--- src/hw/rtl/position_broadcast_frame_parser_core_defines.svh ---
// Assertion macros shared by the parser RTL.
// Depends on nothing; included by modules that carry assertions.
`ifndef POSITION_BROADCAST_FRAME_PARSER_CORE_DEFINES_SVH
`define POSITION_BROADCAST_FRAME_PARSER_CORE_DEFINES_SVH

// Implication checked every cycle outside reset.
`define PBFP_ASSERT_IMP(label, clk, rstn, ante, cons, msg) \
  label: assert property (@(posedge clk) disable iff (!rstn) (ante) |-> (cons)) \
    else $error(msg);

// Next-cycle implication checked outside reset.
`define PBFP_ASSERT_NEXT(label, clk, rstn, ante, cons, msg) \
  label: assert property (@(posedge clk) disable iff (!rstn) (ante) |=> (cons)) \
    else $error(msg);

`endif

--- src/hw/rtl/pbfp_pkg.sv ---
// Package for the position broadcast frame parser: types and constants.
// No dependencies.
package pbfp_pkg;

  localparam int unsigned FrameCapacityDef = 128;
  localparam logic [7:0] StartMark = 8'h3E;
  localparam logic [7:0] EndMark   = 8'h3B;
  localparam logic [7:0] LetterRst  = 8'd68;
  localparam logic [7:0] TimeoutRst = 8'd5;

  typedef enum logic {
    CfgRobotLetter = 1'b0,
    CfgIdleTimeout = 1'b1
  } cfg_idx_e;

  typedef struct packed {
    logic       func;
    logic [7:0] rx_byte;
  } in_item_t;

  typedef struct packed {
    logic       frame_ok;
    logic [9:0] pos_x;
    logic [9:0] pos_y;
    logic       has_position;
    logic       in_start_zone;
    logic       in_end_zone;
  } out_item_t;

  function automatic logic is_digit(logic [7:0] b);
    return (b >= 8'h30) && (b <= 8'h39);
  endfunction

endpackage

--- src/hw/rtl/pbfp_stream_if.sv ---
// Valid/ready channel interface carrying one payload.
// Depends on nothing; payload type given as a type parameter.
interface pbfp_stream_if #(parameter type payload_t = logic) ();
  logic     valid;
  logic     ready;
  payload_t data;
  modport source (output valid, output data, input ready);
  modport sink (input valid, input data, output ready);
endinterface

--- src/hw/rtl/pbfp_fifo.sv ---
// Two-entry queue between the front and the back of the parser.
// Depends on pbfp_stream_if.
module pbfp_fifo #(
  parameter type payload_t = logic
) (
  input logic clk_i,
  input logic rst_ni,
  pbfp_stream_if.sink   in_s,
  pbfp_stream_if.source out_s
);
  payload_t   mem_q [2];
  logic       wptr_q, rptr_q;
  logic [1:0] cnt_q;
  logic       push, pop;

  assign in_s.ready  = (cnt_q != 2'd2);
  assign out_s.valid = (cnt_q != 2'd0);
  assign out_s.data  = mem_q[rptr_q];
  assign push = in_s.valid && in_s.ready;
  assign pop  = out_s.valid && out_s.ready;

  always_ff @(posedge clk_i) begin
    if (push) begin
      mem_q[wptr_q] <= in_s.data;
    end
  end

  always_ff @(posedge clk_i or negedge rst_ni) begin
    if (!rst_ni) begin
      wptr_q <= 1'b0;
      rptr_q <= 1'b0;
      cnt_q  <= 2'd0;
    end else begin
      if (push) wptr_q <= ~wptr_q;
      if (pop)  rptr_q <= ~rptr_q;
      cnt_q <= cnt_q + {1'b0, push} - {1'b0, pop};
    end
  end
endmodule

--- src/hw/rtl/pbfp_front.sv ---
// Front end: byte framing, delay line, checksum and entry decoding.
// Depends on pbfp_pkg and pbfp_stream_if; emits a verdict at each ';'.
module pbfp_front #(
  parameter int unsigned FrameCapacity = pbfp_pkg::FrameCapacityDef
) (
  input  logic       clk_i,
  input  logic       rst_ni,
  input  logic [7:0] robot_letter_i,
  input  logic [7:0] idle_timeout_i,
  pbfp_stream_if.sink   in_s,
  pbfp_stream_if.source out_s
);
  import pbfp_pkg::*;
  `include "position_broadcast_frame_parser_core_defines.svh"

  localparam int unsigned LenW = $clog2(FrameCapacity);

  logic [LenW-1:0] len_q, len_d;
  logic broken_q, broken_d;
  logic [5:0] sum_q, sum_d;
  logic [7:0] dly0_q, dly0_d, dly1_q, dly1_d;
  logic [2:0] phase_q, phase_d;
  logic [9:0] acc_q, acc_d;
  logic match_q, match_d, bad_q, bad_d;
  logic [9:0] ex_q, ex_d, fx_q, fx_d, fy_q, fy_d;
  logic found_q, found_d;
  logic [7:0] idle_q, idle_d;

  // Verdict record: valid-with-self, found x, found y.
  typedef struct packed {
    logic       ok;
    logic [9:0] x;
    logic [9:0] y;
  } verdict_t;

  in_item_t it;
  logic     take, emit;
  verdict_t verd;

  assign it   = in_s.data;
  assign take = in_s.valid && in_s.ready;

  // Stall only when a verdict is due and the queue is full.
  assign in_s.ready = out_s.ready || it.func || (it.rx_byte != EndMark);
  assign out_s.valid = in_s.valid && !it.func && (it.rx_byte == EndMark);
  assign out_s.data = verd;

  always_comb begin
    logic [7:0] b, d;
    logic [LenW-1:0] idx;
    logic [9:0] acc_n;
    logic valid;
    logic [6:0] tx;
    logic [5:0] calc;
    b = it.rx_byte;
    d = dly0_q;
    idx = len_q - LenW'(2);
    acc_n = '0;
    valid = 1'b0;
    tx = '0;
    calc = '0;
    len_d = len_q; broken_d = broken_q; sum_d = sum_q;
    dly0_d = dly0_q; dly1_d = dly1_q; phase_d = phase_q;
    acc_d = acc_q; match_d = match_q; bad_d = bad_q; ex_d = ex_q;
    found_d = found_q; fx_d = fx_q; fy_d = fy_q; idle_d = idle_q;
    emit = 1'b0;

    tx = 7'((dly0_q - 8'h30) * 4'd10) + 7'(dly1_q - 8'h30);
    calc = sum_q + EndMark[5:0];
    valid = (len_q < LenW'(FrameCapacity - 1)) && (len_q >= LenW'(12)) &&
            !broken_q && is_digit(dly0_q) && is_digit(dly1_q) &&
            ({1'b0, calc} == tx);
    verd.ok = valid && found_q;
    verd.x  = fx_q;
    verd.y  = fy_q;

    if (take) begin
      if (it.func) begin
        if (idle_q != 8'hFF) idle_d = idle_q + 8'd1;
        if ((len_q != '0) && (idle_d >= idle_timeout_i)) begin
          len_d = '0;
        end
      end else begin
        idle_d = '0;
        if (b == EndMark) begin
          emit = 1'b1;
          len_d = '0;
        end else if ((b != StartMark) && (len_q >= LenW'(FrameCapacity - 1))) begin
          len_d = '0;
        end else begin
          if (b == StartMark) begin
            len_d = '0;
          end else begin
            // Append: body byte from the delay line when two are held.
            if (b == 8'h00) broken_d = 1'b1;
            if (len_q >= LenW'(2)) begin
              sum_d = sum_q + d[5:0];
              if (idx == '0) begin
                if (d != StartMark) broken_d = 1'b1;
              end else if (idx < LenW'(6)) begin
                if (!is_digit(d)) broken_d = 1'b1;
              end else if (phase_q == 3'd0) begin
                match_d = (d == robot_letter_i);
                bad_d = 1'b0;
                acc_d = '0;
                phase_d = 3'd1;
              end else begin
                acc_n = acc_q;
                if (is_digit(d)) acc_n = 10'(acc_q * 4'd10) + 10'(d - 8'h30);
                else bad_d = 1'b1;
                acc_d = acc_n;
                if (phase_q == 3'd3) begin
                  ex_d = acc_n;
                  acc_d = '0;
                end
                if (phase_q == 3'd6) begin
                  if (bad_d) broken_d = 1'b1;
                  else if (match_q) begin
                    found_d = 1'b1;
                    fx_d = ex_q;
                    fy_d = acc_n;
                  end
                  acc_d = '0;
                  phase_d = 3'd0;
                end else begin
                  phase_d = phase_q + 3'd1;
                end
              end
            end
            dly0_d = dly1_q;
            dly1_d = b;
            len_d = len_q + LenW'(1);
          end
        end
        // Start mark: fresh frame holding only '>'.
        if (b == StartMark) begin
          len_d = LenW'(1);
        end
      end
      // Any clearing of the frame resets the per-frame state.
      if ((len_d == '0) || (!it.func && b == StartMark)) begin
        broken_d = 1'b0; sum_d = '0; phase_d = '0; acc_d = '0;
        match_d = 1'b0; bad_d = 1'b0; ex_d = '0; found_d = 1'b0;
        fx_d = '0; fy_d = '0; dly0_d = '0;
        dly1_d = (!it.func && b == StartMark) ? StartMark : 8'h00;
      end
    end
  end

  always_ff @(posedge clk_i or negedge rst_ni) begin
    if (!rst_ni) begin
      len_q <= '0; broken_q <= 1'b0; sum_q <= '0; dly0_q <= '0; dly1_q <= '0;
      phase_q <= '0; acc_q <= '0; match_q <= 1'b0; bad_q <= 1'b0; ex_q <= '0;
      found_q <= 1'b0; fx_q <= '0; fy_q <= '0; idle_q <= '0;
    end else begin
      len_q <= len_d; broken_q <= broken_d; sum_q <= sum_d; dly0_q <= dly0_d;
      dly1_q <= dly1_d; phase_q <= phase_d; acc_q <= acc_d; match_q <= match_d;
      bad_q <= bad_d; ex_q <= ex_d; found_q <= found_d; fx_q <= fx_d;
      fy_q <= fy_d; idle_q <= idle_d;
    end
  end

  `PBFP_ASSERT_NEXT(a_end_clears, clk_i, rst_ni, take && emit, len_q == '0, "frame not cleared")
  `PBFP_ASSERT_IMP(a_phase_rng, clk_i, rst_ni, 1'b1, phase_q <= 3'd6, "phase out of range")
  `PBFP_ASSERT_NEXT(a_tick_idle, clk_i, rst_ni, take && it.func, idle_q != '0, "idle not counting")
endmodule

--- src/hw/rtl/pbfp_back.sv ---
// Back end: commits positions and builds result transactions.
// Depends on pbfp_pkg and pbfp_stream_if.
module pbfp_back #(
  parameter type verdict_t = logic
) (
  input  logic clk_i,
  input  logic rst_ni,
  pbfp_stream_if.sink   in_s,
  pbfp_stream_if.source out_s
);
  import pbfp_pkg::*;
  `include "position_broadcast_frame_parser_core_defines.svh"

  logic [9:0] cx_q, cy_q, nx, ny;
  logic       pv_q, npv;
  logic       ovalid_q;
  out_item_t  odata_q, nres;
  verdict_t   v;
  logic       take;

  assign v = in_s.data;
  assign in_s.ready = !ovalid_q || out_s.ready;
  assign take = in_s.valid && in_s.ready;
  assign out_s.valid = ovalid_q;
  assign out_s.data  = odata_q;

  always_comb begin
    nx  = v.ok ? v.x : cx_q;
    ny  = v.ok ? v.y : cy_q;
    npv = v.ok || pv_q;
    nres.frame_ok = v.ok;
    nres.pos_x = nx;
    nres.pos_y = ny;
    nres.has_position = npv;
    nres.in_start_zone = npv && nx >= 10'd45 && nx <= 10'd53 && ny >= 10'd2 && ny <= 10'd15;
    nres.in_end_zone = npv && nx >= 10'd86 && nx <= 10'd100 && ny >= 10'd18 && ny <= 10'd33;
  end

  always_ff @(posedge clk_i) begin
    if (take) odata_q <= nres;
  end

  always_ff @(posedge clk_i or negedge rst_ni) begin
    if (!rst_ni) begin
      cx_q <= '0; cy_q <= '0; pv_q <= 1'b0; ovalid_q <= 1'b0;
    end else begin
      if (take) begin
        cx_q <= nx; cy_q <= ny; pv_q <= npv;
        ovalid_q <= 1'b1;
      end else if (out_s.ready) begin
        ovalid_q <= 1'b0;
      end
    end
  end

  `PBFP_ASSERT_NEXT(a_has_sticky, clk_i, rst_ni, pv_q, pv_q, "position lost")
  `PBFP_ASSERT_IMP(a_zone_excl, clk_i, rst_ni, ovalid_q, !(odata_q.in_start_zone && odata_q.in_end_zone), "both zones")
  `PBFP_ASSERT_NEXT(a_commit, clk_i, rst_ni, take && v.ok, pv_q && cx_q == $past(v.x), "commit missed")
endmodule

--- src/hw/rtl/position_broadcast_frame_parser_core.sv ---
// Top level of the position broadcast frame parser.
// Depends on pbfp_pkg, pbfp_stream_if, pbfp_front, pbfp_fifo and pbfp_back.

// The parser takes one transaction per clock: received bytes and millisecond
// ticks enter the front end, which keeps the frame state, a two-byte delay
// line that holds back the checksum digits, the running sum mod 64 and the
// entry decoder. At each ';' the front end hands a verdict (frame good and
// held our letter, plus the found position) into a two-entry queue; the back
// end commits the position and presents the result in an output register.
// The verdict for a ';' is registered in the queue and then in the output
// register; the parser takes one transaction per cycle, stalling only a ';' that arrives while the queue is full.
// Configuration: index 0 is the robot letter (reset 'D'), index 1 the idle
// timeout in ticks (reset 5). Write only while the parser is idle.
module position_broadcast_frame_parser_core #(
  parameter int unsigned FrameCapacity = pbfp_pkg::FrameCapacityDef
) (
  input  logic       clk_i,
  input  logic       rst_ni,
  input  logic       cfg_we_i,
  input  logic       cfg_idx_i,
  input  logic [7:0] cfg_wdata_i,
  pbfp_stream_if.sink   in_s,
  pbfp_stream_if.source out_s
);
  import pbfp_pkg::*;

  typedef struct packed {
    logic       ok;
    logic [9:0] x;
    logic [9:0] y;
  } verdict_t;

  logic [7:0] letter_q, timeout_q;

  always_ff @(posedge clk_i or negedge rst_ni) begin
    if (!rst_ni) begin
      letter_q  <= LetterRst;
      timeout_q <= TimeoutRst;
    end else if (cfg_we_i) begin
      case (cfg_idx_e'(cfg_idx_i))
        CfgRobotLetter: letter_q  <= cfg_wdata_i;
        CfgIdleTimeout: timeout_q <= cfg_wdata_i;
        default: ;
      endcase
    end
  end

  pbfp_stream_if #(.payload_t(verdict_t)) fr_q ();
  pbfp_stream_if #(.payload_t(verdict_t)) q_bk ();

  pbfp_front #(.FrameCapacity(FrameCapacity)) u_front (
    .clk_i, .rst_ni, .robot_letter_i(letter_q), .idle_timeout_i(timeout_q),
    .in_s(in_s), .out_s(fr_q.source)
  );

  pbfp_fifo #(.payload_t(verdict_t)) u_fifo (
    .clk_i, .rst_ni, .in_s(fr_q.sink), .out_s(q_bk.source)
  );

  pbfp_back #(.verdict_t(verdict_t)) u_back (
    .clk_i, .rst_ni, .in_s(q_bk.sink), .out_s(out_s)
  );
endmodule

--- src/flat_wrapper.sv ---
// flat-port wrapper written by rule: the top's interface ports become plain ports
module position_broadcast_frame_parser_core_flat import pbfp_pkg::*;
#(
  parameter int unsigned FrameCapacity = pbfp_pkg::FrameCapacityDef
)
  (clk_i, rst_ni, cfg_we_i, cfg_idx_i, cfg_wdata_i, in_s_valid, in_s_data, in_s_ready, out_s_valid, out_s_data, out_s_ready);
  pbfp_stream_if #(.payload_t(in_item_t)) in_s_i ();
  pbfp_stream_if #(.payload_t(out_item_t)) out_s_i ();
  input  logic clk_i;
  input  logic rst_ni;
  input  logic cfg_we_i;
  input  logic cfg_idx_i;
  input  logic [7:0] cfg_wdata_i;
  input wire logic [$bits(in_s_i.valid)-1:0] in_s_valid;
  input wire logic [$bits(in_s_i.data)-1:0] in_s_data;
  output wire logic [$bits(in_s_i.ready)-1:0] in_s_ready;
  output wire logic [$bits(out_s_i.valid)-1:0] out_s_valid;
  output wire logic [$bits(out_s_i.data)-1:0] out_s_data;
  input wire logic [$bits(out_s_i.ready)-1:0] out_s_ready;
  assign in_s_i.valid = in_s_valid;
  assign in_s_i.data = in_s_data;
  assign in_s_ready = in_s_i.ready;
  assign out_s_valid = out_s_i.valid;
  assign out_s_data = out_s_i.data;
  assign out_s_i.ready = out_s_ready;
  position_broadcast_frame_parser_core #(.FrameCapacity(FrameCapacity)) u_core (.clk_i(clk_i), .rst_ni(rst_ni), .cfg_we_i(cfg_we_i), .cfg_idx_i(cfg_idx_i), .cfg_wdata_i(cfg_wdata_i), .in_s(in_s_i), .out_s(out_s_i));
endmodule
--- config.mk ---
export PLATFORM = sky130hd
export DESIGN_NAME = position_broadcast_frame_parser_core_flat
export DESIGN_NICKNAME = d
export VERILOG_FILES = /design/src/hw/rtl/pbfp_pkg.sv /design/src/hw/rtl/pbfp_stream_if.sv /design/src/hw/rtl/pbfp_fifo.sv /design/src/hw/rtl/pbfp_front.sv /design/src/hw/rtl/pbfp_back.sv /design/src/hw/rtl/position_broadcast_frame_parser_core.sv /design/src/flat_wrapper.sv
export VERILOG_INCLUDE_DIRS = /design/src /design/src/hw/rtl
export SDC_FILE = /design/constraint.sdc
export NUM_CORES = 1
export LEC_CHECK = 0
export BUFFER_PORTS_ARGS = -buffer_cell sky130_fd_sc_hd__buf_2
export CAP_MARGIN = 20
export CORE_MARGIN = 8
export CORE_UTILIZATION = 55
export DETAILED_ROUTE_END_ITERATION = 16
export PLACE_DENSITY = 0.78
export REMOVE_ABC_BUFFERS = 1
export SLEW_MARGIN = 30
export SYNTH_ARGS = -nofsm -noshare
export SYNTH_HDL_FRONTEND = slang
export SYNTH_SLANG_ARGS = --single-unit
--- constraint.sdc ---
create_clock -name clk_i -period 3.72 [get_ports clk_i]
set_clock_uncertainty 0.15 [all_clocks]
set_input_delay 0.372 -clock clk_i [delete_from_list [all_inputs] [get_ports clk_i]]
set_output_delay 0.372 -clock clk_i [all_outputs]
set_load 0.005 [all_outputs]
; After elaboration in Yosys (flattened, before gate mapping)
; Memories as Yosys holds them, arrays and structs flattened.
; Index checks and enable logic that the tools add are counted.
[totals]
ff_bits = 150
ramBits = 42
n_memories = 1
out_inout_bits = 26
elab_cells = 280
[mem_list]
columns = name, words, width, read_ports, rd_clocked_by_memory_dff, wr, line
row1 = u_core.u_fifo.mem_q, 2, 21, 1, 0, 1, pbfp_fifo.sv:11  ; payload_t mem_q [2];
[classes]
eq_ne = 19
add_sub_neg = 13
bitwise = 3
multipliers = 2
n_lt_le_gt_ge = 18
n_reduce_logical = 52
n_mux = 143
[ops]
columns = op, count
row1 = 10-bit 2-to-1 mux, 48
row2 = 8-bit 2-to-1 mux, 14
row3 = 1-bit 2-to-1 mux, 58
row4 = 6-bit 2-to-1 mux, 7
row5 = 7-bit 2-to-1 mux, 6
row6 = 3-bit 2-to-1 mux, 10
row7 = 1-bit logical AND, 24
row8 = 8-bit by 6-bit != test with 1-bit output (second input constant), 3
row9 = 10-bit by 6-bit <= comparator with 1-bit output (second input constant), 2
row10 = 8-bit by 6-bit == test with 1-bit output (second input constant), 2
row11 = 8-bit by 6-bit greater-or-equal comparator with 1-bit output (second input constant), 2
row12 = 8-bit by 6-bit <= comparator with 1-bit output (second input constant), 2
row13 = 2-bit by 1-bit != test with 1-bit output (second input constant), 8
row14 = 7-bit zero test, 2
row15 = 2-bit nonzero test, 7
row16 = 12-bit AND reduction, 1
row17 = 10-bit adder, 1
row18 = 10-bit by 2-bit greater-or-equal comparator with 1-bit output (second input constant), 1
row19 = 10-bit by 5-bit greater-or-equal comparator with 1-bit output (second input constant), 1
row20 = 10-bit by 6-bit greater-or-equal comparator with 1-bit output (second input constant), 1
row21 = 10-bit by 7-bit greater-or-equal comparator with 1-bit output (second input constant), 1
row22 = 10-bit by 4-bit <= comparator with 1-bit output (second input constant), 1
row23 = 10-bit by 7-bit <= comparator with 1-bit output (second input constant), 1
row24 = 10-bit by 3-bit multiplier with 9-bit output (second input constant), 1
row25 = other kinds (37), 46

; Depth between registers and ports, before layout
[logic_depth]
ltp_word = 23
depth_mapped = 18

; Cells and area by module
; Synthesis repeated with hierarchy kept, for this count alone.
[unflattened]
hier_cells = 908
area_unflattened_um2 = 10367.4
[by_module_without_submodules]
columns = mod, cells_per_inst, n_inst, area_per_inst_um2
row1 = pbfp_front, 655, 1, 6013.3
row2 = pbfp_back, 136, 1, 1995.7
row3 = pbfp_fifo, 82, 1, 1711.6
row4 = position_broadcast_frame_parser_core, 35, 1, 646.9

; Least setup slack after synthesis
; No wires, ideal clock.
[synth_path]
kind = flip-flop to flip-flop
startpoint = register u_core.u_front.idle_q[0]
endpoint = register u_core.u_front.dly0_q[6]
path_buffers = 1
arrival_ns = 3.364
setup_time_ns = 0.079
synth_period_minus_slack_ns = 3.593
stages_incl_launch_ff = 18
slack_ns = 0.127
path_cell_list = dfrtp_1 ha_1 nand2_1 nor2_1 and3_1 nor2_1 nand3_1 xnor2_1 ha_1 nand4_1 nor3_1 a21oi_1 or2_1 a211oi_2 nand3_2 a21oi_4 buf_6 mux2i_1
[synth_via]
elab_chain_len = 13
word_cells_on_any_way = 18
[synth_lines]
columns = item, line
row1 = "start, declared", pbfp_front.sv:27  ; logic [7:0] idle_q, idle_d;
row2 = "start signal, assigned", pbfp_front.sv:159  ; fy_q <= fy_d; idle_q <= idle_d;
row3 = 8-bit by 1-bit adder with 8-bit output / 8-bit != test (equally long branches), pbfp_front.sv:79  ; if (idle_q != 8'hFF) idle_d = idle_q + 8'd1;
row4 = 8-bit 2-to-1 mux *, pbfp_front.sv:79
row5 = 8-bit 2-to-1 mux *, pbfp_front.sv:78  ; if (it.func) begin
row6 = 8-bit 2-to-1 mux *, pbfp_front.sv:77  ; if (take) begin
row7 = 8-bit greater-or-equal comparator *, pbfp_front.sv:80  ; if ((len_q != '0) && (idle_d >= idle_timeout_i)) begin
row8 = 1-bit logical AND *, pbfp_front.sv:80
row9 = 7-bit 2-to-1 mux *, pbfp_front.sv:80
row10 = 7-bit 2-to-1 mux *, pbfp_front.sv:78
row11 = 7-bit 2-to-1 mux *, pbfp_front.sv:77
row12 = 7-bit zero test *, pbfp_front.sv:141  ; if ((len_d == '0) || (!it.func && b == StartMark)) begin
row13 = 1-bit logical OR *, pbfp_front.sv:141
row14 = 2-bit by 1-bit != test with 1-bit output (no line), n/a
row15 = 5-bit AND reduction (no line), n/a
row16 = "end signal, assigned", pbfp_front.sv:156  ; len_q <= len_d; broken_q <= broken_d; sum_q <= sum_d; dly0_q <= dly0_d;
row17 = "end, declared", pbfp_front.sv:21  ; logic [7:0] dly0_q, dly0_d, dly1_q, dly1_d;
; Every way passes the cells marked *; elsewhere a longest branch is shown, timed or not. The select of a mux whose other input is x is not followed.
; A chain may end at the register's enable or synchronous reset.

; Worst setup path after layout
[layout_path]
startpoint = register u_core.u_front.idle_q[0]
endpoint = register u_core.u_front.fx_q[1]
[layout_via]
elab_chain_len = 13
word_cells_on_any_way = 25
[layout_lines]
columns = item, line
row1 = 8-bit by 1-bit adder with 8-bit output / 8-bit != test (equally long branches), pbfp_front.sv:79
row2 = 8-bit 2-to-1 mux *, pbfp_front.sv:79
row3 = 8-bit 2-to-1 mux *, pbfp_front.sv:78
row4 = 8-bit 2-to-1 mux *, pbfp_front.sv:77
row5 = 8-bit greater-or-equal comparator *, pbfp_front.sv:80
row6 = 1-bit logical AND *, pbfp_front.sv:80
row7 = 7-bit 2-to-1 mux *, pbfp_front.sv:80
row8 = 7-bit 2-to-1 mux *, pbfp_front.sv:78
row9 = 7-bit 2-to-1 mux *, pbfp_front.sv:77
row10 = 7-bit zero test *, pbfp_front.sv:141
row11 = 1-bit logical OR *, pbfp_front.sv:141
row12 = 2-bit by 1-bit != test with 1-bit output (no line) / 2-bit nonzero test (equally long branches), n/a
row13 = 12-bit AND reduction (no line), n/a
row14 = "end signal, assigned", pbfp_front.sv:154  ; found_q <= 1'b0; fx_q <= '0; fy_q <= '0; idle_q <= '0;
row15 = "end signal, assigned", pbfp_front.sv:158  ; bad_q <= bad_d; ex_q <= ex_d; found_q <= found_d; fx_q <= fx_d;
row16 = "end, declared", pbfp_front.sv:25  ; logic [9:0] ex_q, ex_d, fx_q, fx_d, fy_q, fy_d;
; Marked as above.

==> flow_metrics.tcl <==
set metrics [dict create \
    dp_hpwl_um 15300 \
    firstDrtPassIters 6 \
    nets 1071 \
    clk_latency_ns 0.44 \
    finalMaxSlewViolations 0 \
    placed_area_mm2 0.0106 \
    viasPerCell 5.90 \
    area_growth_pct 15.3 \
    clock.fmax_mhz 263 \
    num_vias 7237 \
    synth_area_mm2 0.0100 \
    cp.required_ns 3.88 \
    die_w_um 151 \
    synth_edf_count 66 \
    violations "negative setup slack" \
    max_slew.worst_pin.slew_ns 0.880 \
    worst_path_max_delay_cell "dfrtp_1" \
    ys_seq_elements 192 \
    ys_seq_area_frac 0.512 \
    grt_pass1_wl_um 35500 \
    fill_cells 1365 \
    syn_inst 915 \
    clk_pin_slew_ns 0.07 \
    wirelength_um 22300 \
    crit_type "register to register" \
    synth-main-ff-cell "dfrtp_1" \
    die_h_um 151 \
    cts_tree "built" \
    yosys_warnings 0 \
    slowest_delay_ns 0.39 \
    drtIter0Drc 589 \
    grt_usage 0.196 \
    status "finished, violations left" \
    rsz0062_at_grt "yes" \
    hold_path_class "input port to register" \
    final_area_mm2 0.0116 \
    num_rows 49 \
    cp_cell_sequence "ha_2 > nand2_2 > nor2_2 > and3_4 > nor2_4 > nand3_4 > xnor2_2 > ha_1 > nand4_1 > nor3_2 > a21oi_2 > or2_4 > a211oi_4 > buf_4 > a31oi_4 > buf_6 > a21o_1 > buf_12 > o2bb2ai_1" \
    finalWorstPathRequiredPeriod_ns 3.81 \
    crit_path_max_fanout 20 \
    cts_max_path_buffers 2 \
    hold_violations 0 \
    first_global_vias 7079 \
    antenna_found_initial 0 \
    p_per_area_mw_per_mm2 695 \
    numCtsBuffers 17 \
    core_mm2 0.0180 \
    n_antenna_cell 0 \
    setup_slack_ns -0.0895 \
    die-area_mm2 0.0228 \
    fin_crit_sh 1.02 \
    ant_nets 0 \
    root_buffer "clkbuf_16" \
    grt_max_degree 65 \
    max_slew_margin 0.413 \
    pin_count 49 \
    start_kind "register" \
    ctsHtreeMaxLevel 4 \
    setup_viol 52 \
    gp_congestion 0.904 \
    overflow 0 \
    worst_setup_path_end_kind "register" \
    drive_gt1_frac 0.184 \
    p_leak_uw 0.00492 \
    multiInputGateArea_mm2 0.00464 \
    port_buffers 48 \
    clkSinkCount 192 \
    synth.distinct_cells 70 \
    seq_area_mm2 0.00514 \
    avgSynthCellArea_um2 11.0 \
    critical_path_arrival_ns 3.97 \
    synth_area_leaders "dfrtp_1 (30%), edfxtp_1 (20%), ha_1 (7.2%)" \
    synth_top_area_frac 0.304 \
    irDropWorstVdd_mv 0.426 \
    synthArstFlopShare 0.656 \
    route.detailed.wl_per_inst_um 18.2 \
    route.detailed.drc 0 \
    start_util 0.559 \
    hold_ws_ns 0.0359 \
    cap_violations 0 \
    yosysTopAreaCell "dfrtp_1" \
]
## sequential cells by signal, indices dropped and copies added (netlist names), 2 cells and up
| signal | cells |
|---|---|
| u_core.u_front.dly1_q | 8 |
| u_core.u_back.cy_q | 10 |
| u_core.u_front.len_q | 7 |
| u_core.u_fifo.cnt_q | 2 |
| u_core.u_front.fx_q | 10 |
| u_core.timeout_q | 8 |
| u_core.u_front.idle_q | 8 |
| u_core.u_back.cx_q | 10 |
| u_core.u_front.sum_q | 6 |
| u_core.u_front.phase_q | 3 |
| u_core.u_front.ex_q | 10 |
| u_core.u_front.dly0_q | 8 |
| u_core.u_front.fy_q | 10 |
| u_core.u_front.acc_q | 10 |
| u_core.u_back.out_s.data | 24 |
| u_core.u_fifo.mem_q | 42 |
| u_core.letter_q | 8 |
## report_power, final
| group | internal (µW) | leakage [µW] | switching, µW |
|---|---|---|---|
| logic | 1500 | 0.00242 | 1810 |
| registers | 2490 | 0.00221 | 403 |
| clock network | 920 | 0.000292 | 926 |
| total | 4910 | 0.00492 | 3130 |
## worst paths after layout
check                                              start                   endpoint  slack (ns)  cells past startpoint
worst max register to register  u_core.u_front.idle_q[0]     u_core.u_front.fx_q[1]       -0.09                     19
max in group asynchronous                         rst_ni         u_core.letter_q[6]        2.13                      3
worst min-delay path                      cfg_wdata_i[2]        u_core.timeout_q[2]        0.04                      2
min in group asynchronous                         rst_ni   u_core.u_front.idle_q[1]        0.44                      2
worst max-delay path            u_core.u_front.idle_q[0]     u_core.u_front.fx_q[1]       -0.09                     19
worst min register to register    u_core.u_front.fy_q[4]  u_core.u_fifo.mem_q[1][4]        0.33                      0
## repair_timing
item                                    CTS  global route
gates cloned                              0             5
pin swaps                                 1            17
hold endpoints to repair                 64             0
hold buffers                              2             0
endpoints found under the setup margin   57            69
resized for setup                         4            38
buffers inserted                          1             5
## metal layers
layer	global-route usage	up-vias	routed length, µm
li1	-	3447	-
met1	0.251	3518	9880
met2	0.331	231	10700
met3	0.0409	41	1220
met4	0.0534	0	457
met5	0	-	0
## placed cells by master (no fill, tap or decap), types with 4 or more instances in the layout
cell type,instances
nand2_1,55
inv_1,66
a21oi_1,58
nand4_1,15
or3_1,5
buf_2,48
xor2_1,21
o2bb2ai_1,31
dfstp_2,4
ha_1,57
nor2_1,66
inv_8,5
mux2i_1,36
fa_1,5
a21o_4,4
buf_12,5
a31oi_1,6
a21oi_2,4
or2_2,4
edfxtp_1,66
nor3_1,20
mux2_2,18
a32o_1,9
nand2b_1,6
buf_4,27
dfrtp_1,122
o21ai_1,8
xnor2_1,33
nand3_1,22
nor4_1,7
clkbuf_16,19
a21o_1,12
a22o_1,11
o21ai_0,36
## metrics by stage
| stage | setup WS [ns] | setup TNS (ns) | instances | power [µW] | util |
|---|---|---|---|---|---|
| floorplan | -0.203 | -4.85 | 877 | 5130 | - |
| global placement | 0.0695 | 0 | 1182 | 5860 | 0.593 |
| detailed placement | -0.0693 | -0.514 | 1182 | 5970 | 0.593 |
| CTS | 0.0204 | 0 | 1217 | 7860 | 0.629 |
| global route | -0.215 | -10.50 | 1227 | 8560 | 0.644 |
| finish | -0.0895 | -2.65 | 1227 | 8050 | 0.644 |
## cell type report
type / instances / area share
sequential: 192 / 0.444
multi-input combinational: 620 / 0.401
timing repair buffer: 87 / 0.0559
clock buffer: 17 / 0.0368
tap: 229 / 0.0248
inverter: 67 / 0.0217
clock inverter: 15 / 0.0156
## synthesized netlist by cell type, types with 2 or more instances
library cell and count:
nand2_1 56, nand2b_1 6, nor2_1 68, nand3_1 24
nor4_1 7, nor2b_1 3, nand4b_1 3, inv_1 66
fa_1 5, o21ai_0 43, a21o_1 16, nand4_1 15
and3_1 5, a31oi_1 6, a32o_1 9, xor2_1 21
mux2_2 18, o21a_1 3, or3_1 5, nand3b_1 2
and2_1 2, dfstp_2 4, or2_1 2, mux2i_1 36
o41ai_1 2, o2bb2ai_1 34, buf_1 3, nor3_1 23
edfxtp_1 66, or2_2 4, buf_4 6, clkbuf_1 17
ha_1 58, a22o_1 11, nor3b_1 2, a21oi_1 60
o21bai_1 2, dfrtp_1 122, buf_2 11, a211oi_1 3
a21oi_2 3, xnor2_1 34, and4_1 2
## logic make-up (layout without fill, tap and decap cells)
family | Yosys count | after routing | synth area share
buf+inv | 105 | 186 | 0.0436
fa+ha+maj | 63 | 63 | 0.0823
mux | 54 | 54 | 0.0561
flops | 192 | 192 | 0.512
compound gates | 207 | 208 | 0.140
xor+xnor | 55 | 55 | 0.0480
simple gates | 239 | 240 | 0.118
## worst max-delay path: cells and delay by family (launching register included)
family                     cells  cell delay, ns
AOI/OAI and AO/OA              5            0.80
xor gates and xnor gates       1            0.14
adders and majority gates      2            0.50
buffers and inverters          3            0.50
DFF                            1            0.39
and+or+nand+nor                8            1.22
Note: power is estimated with default switching activity, not from simulation.
